<file path="src/hdl/assert_macros.svh">
// -----------------------------------------------------------------------------
// assert_macros.svh
// Shared assertion macros for the outlier filter blocks.
// -----------------------------------------------------------------------------
`ifndef ASSERT_MACROS_SVH
`define ASSERT_MACROS_SVH

// Same-cycle implication, checked on clk, quiet during reset.
`define WCOF_CHK_IMP(lbl, ante, cons, msg) \
  lbl: assert property (@(posedge clk) disable iff (!rst_n) (ante) |-> (cons)) else $error(msg);

// Next-cycle implication, checked on clk, quiet during reset.
`define WCOF_CHK_NXT(lbl, ante, cons, msg) \
  lbl: assert property (@(posedge clk) disable iff (!rst_n) (ante) |=> (cons)) else $error(msg);

`endif

</file>
<file path="src/hdl/wcof_pkg.sv">
// -----------------------------------------------------------------------------
// wcof_pkg
// Types, codes and helpers for the outlier filter top level, controller and datapath.
// -----------------------------------------------------------------------------
`default_nettype none

package wcof_pkg;

  // Width of the series counters and of the controller step counter.
  localparam int CNT_W  = 5;
  localparam int STEP_W = 6;

  // Configuration register indexes.
  localparam logic [2:0] REG_BEGIN   = 3'd0;
  localparam logic [2:0] REG_END     = 3'd1;
  localparam logic [2:0] REG_WIDTH   = 3'd2;
  localparam logic [2:0] REG_K       = 3'd3;
  localparam logic [2:0] REG_THRESH  = 3'd4;
  localparam logic [2:0] REG_REPLACE = 3'd5;

  // Read index selection for the window read port.
  localparam logic [1:0] IDX_ZERO = 2'd0;
  localparam logic [1:0] IDX_SIDE = 2'd1;
  localparam logic [1:0] IDX_PEND = 2'd2;

  typedef struct packed {
    logic              shift_in;
    logic              sidx_inc;
    logic              pend_inc;
    logic              pend_dec;
    logic              drop;
    logic              idx_ld;
    logic [1:0]        idx_sel;
    logic              load;
    logic              sort;
    logic              scan;
    logic              cmp1;
    logic              cmp2;
    logic              div_start;
    logic              div_step;
    logic              out_load;
    logic              out_mean;
    logic              out_last;
    logic [STEP_W-1:0] step;
  } cmd_t;

  typedef struct packed {
    logic             sidx_lt_s;
    logic             pend_eq_s;
    logic             pend_zero;
    logic             pend_one;
    logic             in_gate;
    logic             hit;
    logic             is_out;
    logic             out_free;
    logic [CNT_W-1:0] cnt_m1;
  } sts_t;

  // floor(w/3) for w up to 31, as a multiply by 11/32.
  function automatic logic [3:0] third(input logic [4:0] w);
    logic [8:0] p;
    p = 9'(w) * 9'd11;
    return p[8:5];
  endfunction

endpackage

`default_nettype wire

</file>
<file path="src/hdl/wcof_ctrl.sv">
// -----------------------------------------------------------------------------
// wcof_ctrl
// Controller state machine sequencing one input transaction at a time.
// -----------------------------------------------------------------------------
`default_nettype none
`include "assert_macros.svh"

module wcof_ctrl #(
  parameter int DIV_STEPS = 30
) (
  input  wire logic           clk,
  input  wire logic           rst_n,
  input  wire logic           in_tvalid,
  output logic                in_tready,
  input  wire logic           in_tlast,
  input  wire logic           replace_mode,
  input  wire wcof_pkg::sts_t sts,
  output wcof_pkg::cmd_t      cmd
);

  localparam logic [3:0] S_IDLE  = 4'd0;
  localparam logic [3:0] S_DISP  = 4'd1;
  localparam logic [3:0] S_LOAD  = 4'd2;
  localparam logic [3:0] S_SORT  = 4'd3;
  localparam logic [3:0] S_SCAN  = 4'd4;
  localparam logic [3:0] S_CMP1  = 4'd5;
  localparam logic [3:0] S_CMP2  = 4'd6;
  localparam logic [3:0] S_DEC   = 4'd7;
  localparam logic [3:0] S_DIV   = 4'd8;
  localparam logic [3:0] S_EMIT  = 4'd9;
  localparam logic [3:0] S_FLUSH = 4'd10;

  logic [3:0] state_r, state_nxt;
  logic [wcof_pkg::STEP_W-1:0] cyc_r, cyc_nxt;
  logic flush_r, flush_nxt, elast_r, elast_nxt, emean_r, emean_nxt;
  logic sweep_end;

  assign sweep_end = cyc_r == {1'b0, sts.cnt_m1};

  always_ff @(posedge clk) begin
    if (!rst_n) begin
      state_r <= S_IDLE;
      cyc_r   <= '0;
      flush_r <= 1'b0;
      elast_r <= 1'b0;
      emean_r <= 1'b0;
    end else begin
      state_r <= state_nxt;
      cyc_r   <= cyc_nxt;
      flush_r <= flush_nxt;
      elast_r <= elast_nxt;
      emean_r <= emean_nxt;
    end
  end

  always_comb begin
    cmd       = '0;
    cmd.step  = cyc_r;
    in_tready = 1'b0;
    state_nxt = state_r;
    cyc_nxt   = cyc_r;
    flush_nxt = flush_r;
    elast_nxt = elast_r;
    emean_nxt = emean_r;
    unique case (state_r)
      S_IDLE: begin
        in_tready = 1'b1;
        if (in_tvalid) begin
          cmd.shift_in = 1'b1;
          flush_nxt    = in_tlast;
          state_nxt    = S_DISP;
        end
      end
      S_DISP: begin
        if (sts.sidx_lt_s) begin
          cmd.sidx_inc = 1'b1;
          cmd.idx_ld   = 1'b1;
          cmd.idx_sel  = wcof_pkg::IDX_ZERO;
          elast_nxt    = flush_r;
          emean_nxt    = 1'b0;
          state_nxt    = S_EMIT;
        end else if (!sts.pend_eq_s) begin
          cmd.pend_inc = 1'b1;
          state_nxt    = flush_r ? S_FLUSH : S_IDLE;
        end else begin
          cmd.idx_ld  = 1'b1;
          cmd.idx_sel = wcof_pkg::IDX_SIDE;
          state_nxt   = S_LOAD;
        end
      end
      S_LOAD: begin
        cmd.load  = 1'b1;
        cyc_nxt   = '0;
        elast_nxt = 1'b0;
        emean_nxt = 1'b0;
        state_nxt = sts.in_gate ? S_SORT : S_EMIT;
      end
      S_SORT: begin
        cmd.sort = 1'b1;
        if (sweep_end) begin
          cyc_nxt   = '0;
          state_nxt = S_SCAN;
        end else begin
          cyc_nxt = cyc_r + wcof_pkg::STEP_W'(1);
        end
      end
      S_SCAN: begin
        cmd.scan = 1'b1;
        if (sweep_end) begin
          cyc_nxt   = '0;
          state_nxt = S_CMP1;
        end else begin
          cyc_nxt = cyc_r + wcof_pkg::STEP_W'(1);
        end
      end
      S_CMP1: begin
        cmd.cmp1  = 1'b1;
        state_nxt = sts.hit ? S_CMP2 : S_EMIT;
      end
      S_CMP2: begin
        cmd.cmp2  = 1'b1;
        state_nxt = S_DEC;
      end
      S_DEC: begin
        if (!sts.is_out) begin
          state_nxt = S_EMIT;
        end else if (!replace_mode) begin
          state_nxt = flush_r ? S_FLUSH : S_IDLE;
        end else begin
          cmd.div_start = 1'b1;
          cyc_nxt       = '0;
          state_nxt     = S_DIV;
        end
      end
      S_DIV: begin
        cmd.div_step = 1'b1;
        if (cyc_r == wcof_pkg::STEP_W'(DIV_STEPS - 1)) begin
          emean_nxt = 1'b1;
          state_nxt = S_EMIT;
        end else begin
          cyc_nxt = cyc_r + wcof_pkg::STEP_W'(1);
        end
      end
      S_EMIT: begin
        if (sts.out_free) begin
          cmd.out_load = 1'b1;
          cmd.out_mean = emean_r;
          cmd.out_last = elast_r;
          state_nxt    = flush_r ? S_FLUSH : S_IDLE;
        end
      end
      S_FLUSH: begin
        if (sts.pend_zero) begin
          cmd.drop  = 1'b1;
          flush_nxt = 1'b0;
          state_nxt = S_IDLE;
        end else begin
          cmd.pend_dec = 1'b1;
          cmd.idx_ld   = 1'b1;
          cmd.idx_sel  = wcof_pkg::IDX_PEND;
          elast_nxt    = sts.pend_one;
          emean_nxt    = 1'b0;
          state_nxt    = S_EMIT;
        end
      end
      default: state_nxt = S_IDLE;
    endcase
  end

  `WCOF_CHK_IMP(a_load_free, cmd.out_load, sts.out_free, "result loaded over a full register")
  `WCOF_CHK_NXT(a_acc_disp, in_tvalid && in_tready, state_r == S_DISP, "accept not dispatched")
  `WCOF_CHK_IMP(a_pend_dec, cmd.pend_dec, !sts.pend_zero, "pending count underflow")

endmodule

`default_nettype wire

</file>
<file path="config.mk">
export PLATFORM = sky130hd
export DESIGN_NAME = wcof_ctrl
export DESIGN_NICKNAME = d
export VERILOG_FILES = /design/src/hdl/wcof_pkg.sv /design/src/hdl/wcof_ctrl.sv
export VERILOG_INCLUDE_DIRS = /design/src /design/src/hdl
export SDC_FILE = /design/constraint.sdc
export NUM_CORES = 1
export LEC_CHECK = 0
export BUFFER_PORTS_ARGS = -buffer_cell sky130_fd_sc_hd__buf_2
export CAP_MARGIN = 20
export CORE_MARGIN = 2
export CORE_UTILIZATION = 34
export DETAILED_ROUTE_END_ITERATION = 8
export PLACE_DENSITY = 0.62
export SKIP_CTS_REPAIR_TIMING = 1
export SYNTH_ARGS = -nofsm -noshare
export SYNTH_HDL_FRONTEND = slang
export SYNTH_SLANG_ARGS = --single-unit
</file>
<file path="constraint.sdc">
create_clock -name clk -period 2.4 [get_ports clk]
set_input_delay 0.6 -clock clk [delete_from_list [all_inputs] [get_ports clk]]
set_output_delay 0.6 -clock clk [all_outputs]
set_load 0.03 [all_outputs]
</file>
# Yosys cells after proc, flatten, opt, wreduce, memory -nomap -nowiden
# Index checks and enable logic that the tools add are counted.
[totals]
register_bits = 13
input_bits = 18
elab_cells = 94
[classes]
n_addsub = 1
n_eq_ne = 23
mux = 54
n_reduce_logical = 11
[ops]
columns = ["cell", "count"]
rows = [
  ["$mux 4", 13],
  ["$pmux 4 s11", 1],
  ["$mux 1", 24],
  ["$mux 6", 4],
  ["$pmux 6 s4", 1],
  ["$ne 2x2->1 const B", 11],
  ["$eq 4x3->1 const B", 4],
  ["$mux 3", 5],
  ["$eq 4x4->1 const B", 3],
  ["$eq 4x2->1 const B", 2],
  ["$reduce_and 4->1", 2],
  ["$reduce_bool 4->1", 2],
  ["$add 6x1->6 const B", 1],
  ["$eq 6x5->1", 1],
  ["$eq 6x5->1 const B", 1],
  ["$pmux 3 s2", 1],
  ["$reduce_and 3->1", 2],
  ["$reduce_and 5->1", 1],
  ["$eq 4x1->1 const B", 1],
  ["$logic_not 4->1", 1],
  ["$mux 2", 2],
  ["$pmux 1 s4", 1],
  ["$pmux 1 s3", 1],
  ["$reduce_bool 3->1", 1],
  ["3 further kinds", 3],
]

# Logic depth before layout (Yosys ltp)
[logic_depth]
word_depth = 4
ltp_mapped = 7

# Worst setup path before layout
# Ideal clock, no wire load.
[synth_path]
kind = "flip-flop to output port"
from = "register state_r[3]"
to = "output cmd[18] in the netlist's numbering"
arrival_time_ns = 1.622
required_time_ns = 1.800
slack_ns = 0.178
stages_incl_launch_ff = 6
path_buffers = 2
path_cell_list = "dfxtp_1 > clkbuf_1 > buf_2 > nand2_1 > o32a_1 > nor2_1"
[synth_rtl]
columns = ["element", "line", "text"]
rows = [
  ["from (decl)", "wcof_ctrl.sv:33", "logic [3:0] state_r, state_nxt;"],
  ["from (signal assigned)", "wcof_ctrl.sv:48", "state_r <= state_nxt;"],
  ["to (decl)", "wcof_ctrl.sv:18", "output wcof_pkg::cmd_t cmd"],
]

==> key figures <==
Outcome
  – Status: finished clean

Floorplanning
  – Die Area: 3930 um^2
  – Site Rows: 21
  – Core area: 3310 um^2
  – Initial Util: 35.4%
  – Die height: 62.7 um
  – Die width: 62.7 um
  – Ports: 43

Route
  – Initial DRC count: 86
  – Wirelength per Cell: 12.2 um
  – 1st-pass router iterations: 4
  – Vias: 1269
  – WL final: 3010 um
  – Vias/cell: 5.14
  – Post-DRT Antenna Nets: 0
  – DRC errors left: 0

Synth
  – Synthesized area: 1170 um^2
  – Ys async rst share: 0%
  – Synth Instances: 161
  – Share of the synthesized area in the top cell type: 22.2%
  – EDFF count, synth: 0
  – Post-synth top flop: dfxtp_1
  – Sequential share of the synthesized area: 22.2%
  – Yosys warnings: 0
  – Netlist cell types: 47
  – Synth Register Bits: 13
  – Mean area per synthesized cell: 7.27 um^2
  – Largest cells by area after synthesis: dfxtp_1, nor2_1, nand2_1, nand2b_1, xnor2_1
  – Area leader, netlist: dfxtp_1
  – Syn Nets: 181

Placed design
  – Count of input and output buffers: 42
  – Placer Congestion: 0.891
  – DP Wirelength: 2380 um

Cells and area
  – FILL cells: 374
  – Area growth syn-to-layout: 23.7%
  – Share of cells above drive strength 1: 29.9%
  – # diodes: 0
  – Nets: 222

Power
  – Total chip power: 0.00108 W
  – Power per cell area: 747 nW/um^2
  – Maximum VDD drop: 0.408 mV
  – Total leakage power: 0.674 nW

Worst setup path
  – CP endpoint kind: primary output
  – Worst path bufs/invs: 1
  – Cell Chain, Critical Path: nand2_1, o32a_1, nor2_1, buf_2
  – Worst path slowest cell: dfxtp_1
  – Max incr delay on CP: 0.58 ns
  – CP delay by family, top: flip-flops
  – Worst EP arrival: 1.66 ns
  – Crit Path Class: reg -> out
  – Largest fanout on the critical path: 12
  – Worst EP required: 1.80 ns
  – Worst Setup Start Kind: flip-flop

STA
  – Worst-Margin Slew: 0.514 ns
  – Period minus WS final: 2.26 ns
  – Max_slew headroom: 65.7%
  – Max Clock Freq: 443 MHz
  – Final hold violation count: 0
  – Setup TNS Final: 0 ns
  – Worst Skew: 0.00649 ns
  – Final setup fails: 0
  – Max Slew Vio Count: 0
  – Fraction of the cycle the final worst path needs: 94.2%
  – RSZ-0062 raised after global routing: no

Clock network
  – Number of buffers created by CTS: 3
  – Buffer levels on the longest clock path: 2
  – CTS sink cnt: 13
  – Htree depth: 1
  – Latest clock arrival within the worst-skew pair: 0.28 ns
  – CTS root buf: clkbuf_4
  – CTS tree: done
  – Clk slew on worst S/H paths: 0.08 ns

GRT
  – Grt total ovfl: 0
  – GRT Total Usage: 15.9%
  – Largest net degree at the start of global routing: 18
  – Initial antenna violation count: 0
  – Vias in the first global route: 1165
  – First-pass GRT wire length: 5230 um

Hold path
  – Hold Path Class: reg -> reg

Job
  – Max-cap viol count: 0
worst min-delay path, cell delays in order (launching register included):
cell	delay [ns]
dfxtp_1	0.30
o21ai_0	0.06
a21boi_0	0.07
cell type report:
class	count	area (um^2)	area share (%)
Clock buffer	4	26.3	1.81
Timing Repair Buffer	47	248	17.1
Inverter	5	18.8	1.30
Tap cell	46	57.6	3.97
Multi-Input combinational cell	132	837	57.8
Sequential cell	13	262	18.0
where the power goes:
part | internal, W | total, W | switching (W)
clock network | 0.0000645 | 0.000137 | 0.0000720
registers | 0.000255 | 0.000335 | 0.0000802
logic | 0.000231 | 0.000611 | 0.000380
total | 0.000551 | 0.00108 | 0.000532
Yosys cell counts, types with 2 or more instances:
| cell type | instances |
|---|---|
| nand3_1 | 6 |
| clkbuf_1 | 4 |
| a31oi_1 | 4 |
| nor2b_1 | 5 |
| o21ai_0 | 7 |
| nand4_1 | 2 |
| and3_1 | 3 |
| nor3_1 | 7 |
| a211oi_2 | 2 |
| xnor2_1 | 5 |
| nor4_1 | 2 |
| xor2_1 | 5 |
| o31ai_1 | 2 |
| nor2_2 | 2 |
| a21boi_0 | 5 |
| nand2b_1 | 7 |
| ha_1 | 2 |
| a21oi_1 | 5 |
| nand2_1 | 13 |
| inv_1 | 5 |
| and2_1 | 2 |
| buf_2 | 5 |
| nand3b_1 | 2 |
| nor2_1 | 20 |
| dfxtp_1 | 13 |
| buf_4 | 2 |
| o21a_1 | 2 |
| mux2i_1 | 3 |
layer usage:
| layer | part of all wire [%] | track usage, % |
|---|---|---|
| met1 | 49 | 21.7 |
| met4 | 1.2 | 5.83 |
| met5 | 0 | 0 |
| met3 | 4.9 | 1.44 |
| met2 | 45 | 25.9 |
stage by stage:
stage / hold WS [ns] / util [%] / cell area [um^2] / setup slack [ns] / instances
floorplan: 0.452 / - / 1170 / 0.178 / 161
global route: 0.504 / 43.8 / 1450 / 0.00155 / 247
global placement: 0.476 / 42.9 / 1420 / 0.417 / 243
detailed placement: 0.471 / 42.9 / 1420 / 0.420 / 243
finish: 0.474 / 43.8 / 1450 / 0.140 / 247
CTS: 0.482 / 43.7 / 1450 / 0.112 / 247
flip-flops by register name (all words and copies together), names as in the netlist:
| signal | count |
|---|---|
| elast_r | 1 |
| emean_r | 1 |
| cyc_r | 6 |
| flush_r | 1 |
| state_r | 4 |
cells by family (layout without fill, tap and decap cells):
logic type | count (synthesis) | after routing | share of synthesized area [%]
xor+xnor | 10 | 10 | 7.48
simple gates | 78 | 78 | 35.3
compound gates | 39 | 39 | 24.0
flops | 13 | 13 | 22.2
fa+ha+maj | 2 | 2 | 2.14
buf+inv | 16 | 56 | 6.30
mux | 3 | 3 | 2.56
layout by cell type, fill, tap and decap left out, types with 3 or more instances in the layout:
cell / instances
xnor2_1: 5
nor3_1: 7
buf_4: 5
dfxtp_1: 12
mux2i_1: 3
nand2_1: 13
nand3_1: 6
a21oi_1: 5
clkbuf_4: 3
and3_1: 3
a31oi_1: 4
nor2_1: 20
xor2_1: 5
o21ai_0: 7
nand2b_1: 7
inv_1: 5
nor2b_1: 5
a21boi_0: 5
buf_2: 42
worst paths after layout:
check | from | endpoint | slack (ns) | cells past startpoint
worst min-delay path | emean_r | emean_r | 0.47 | 2
worst min register to register | emean_r | emean_r | 0.47 | 2
worst max-delay path | state_r[1] | cmd[18] | 0.14 | 4
worst max register to register | state_r[2] | cyc_r[1] | 0.48 | 5
Power figures use the tool's default switching activity.
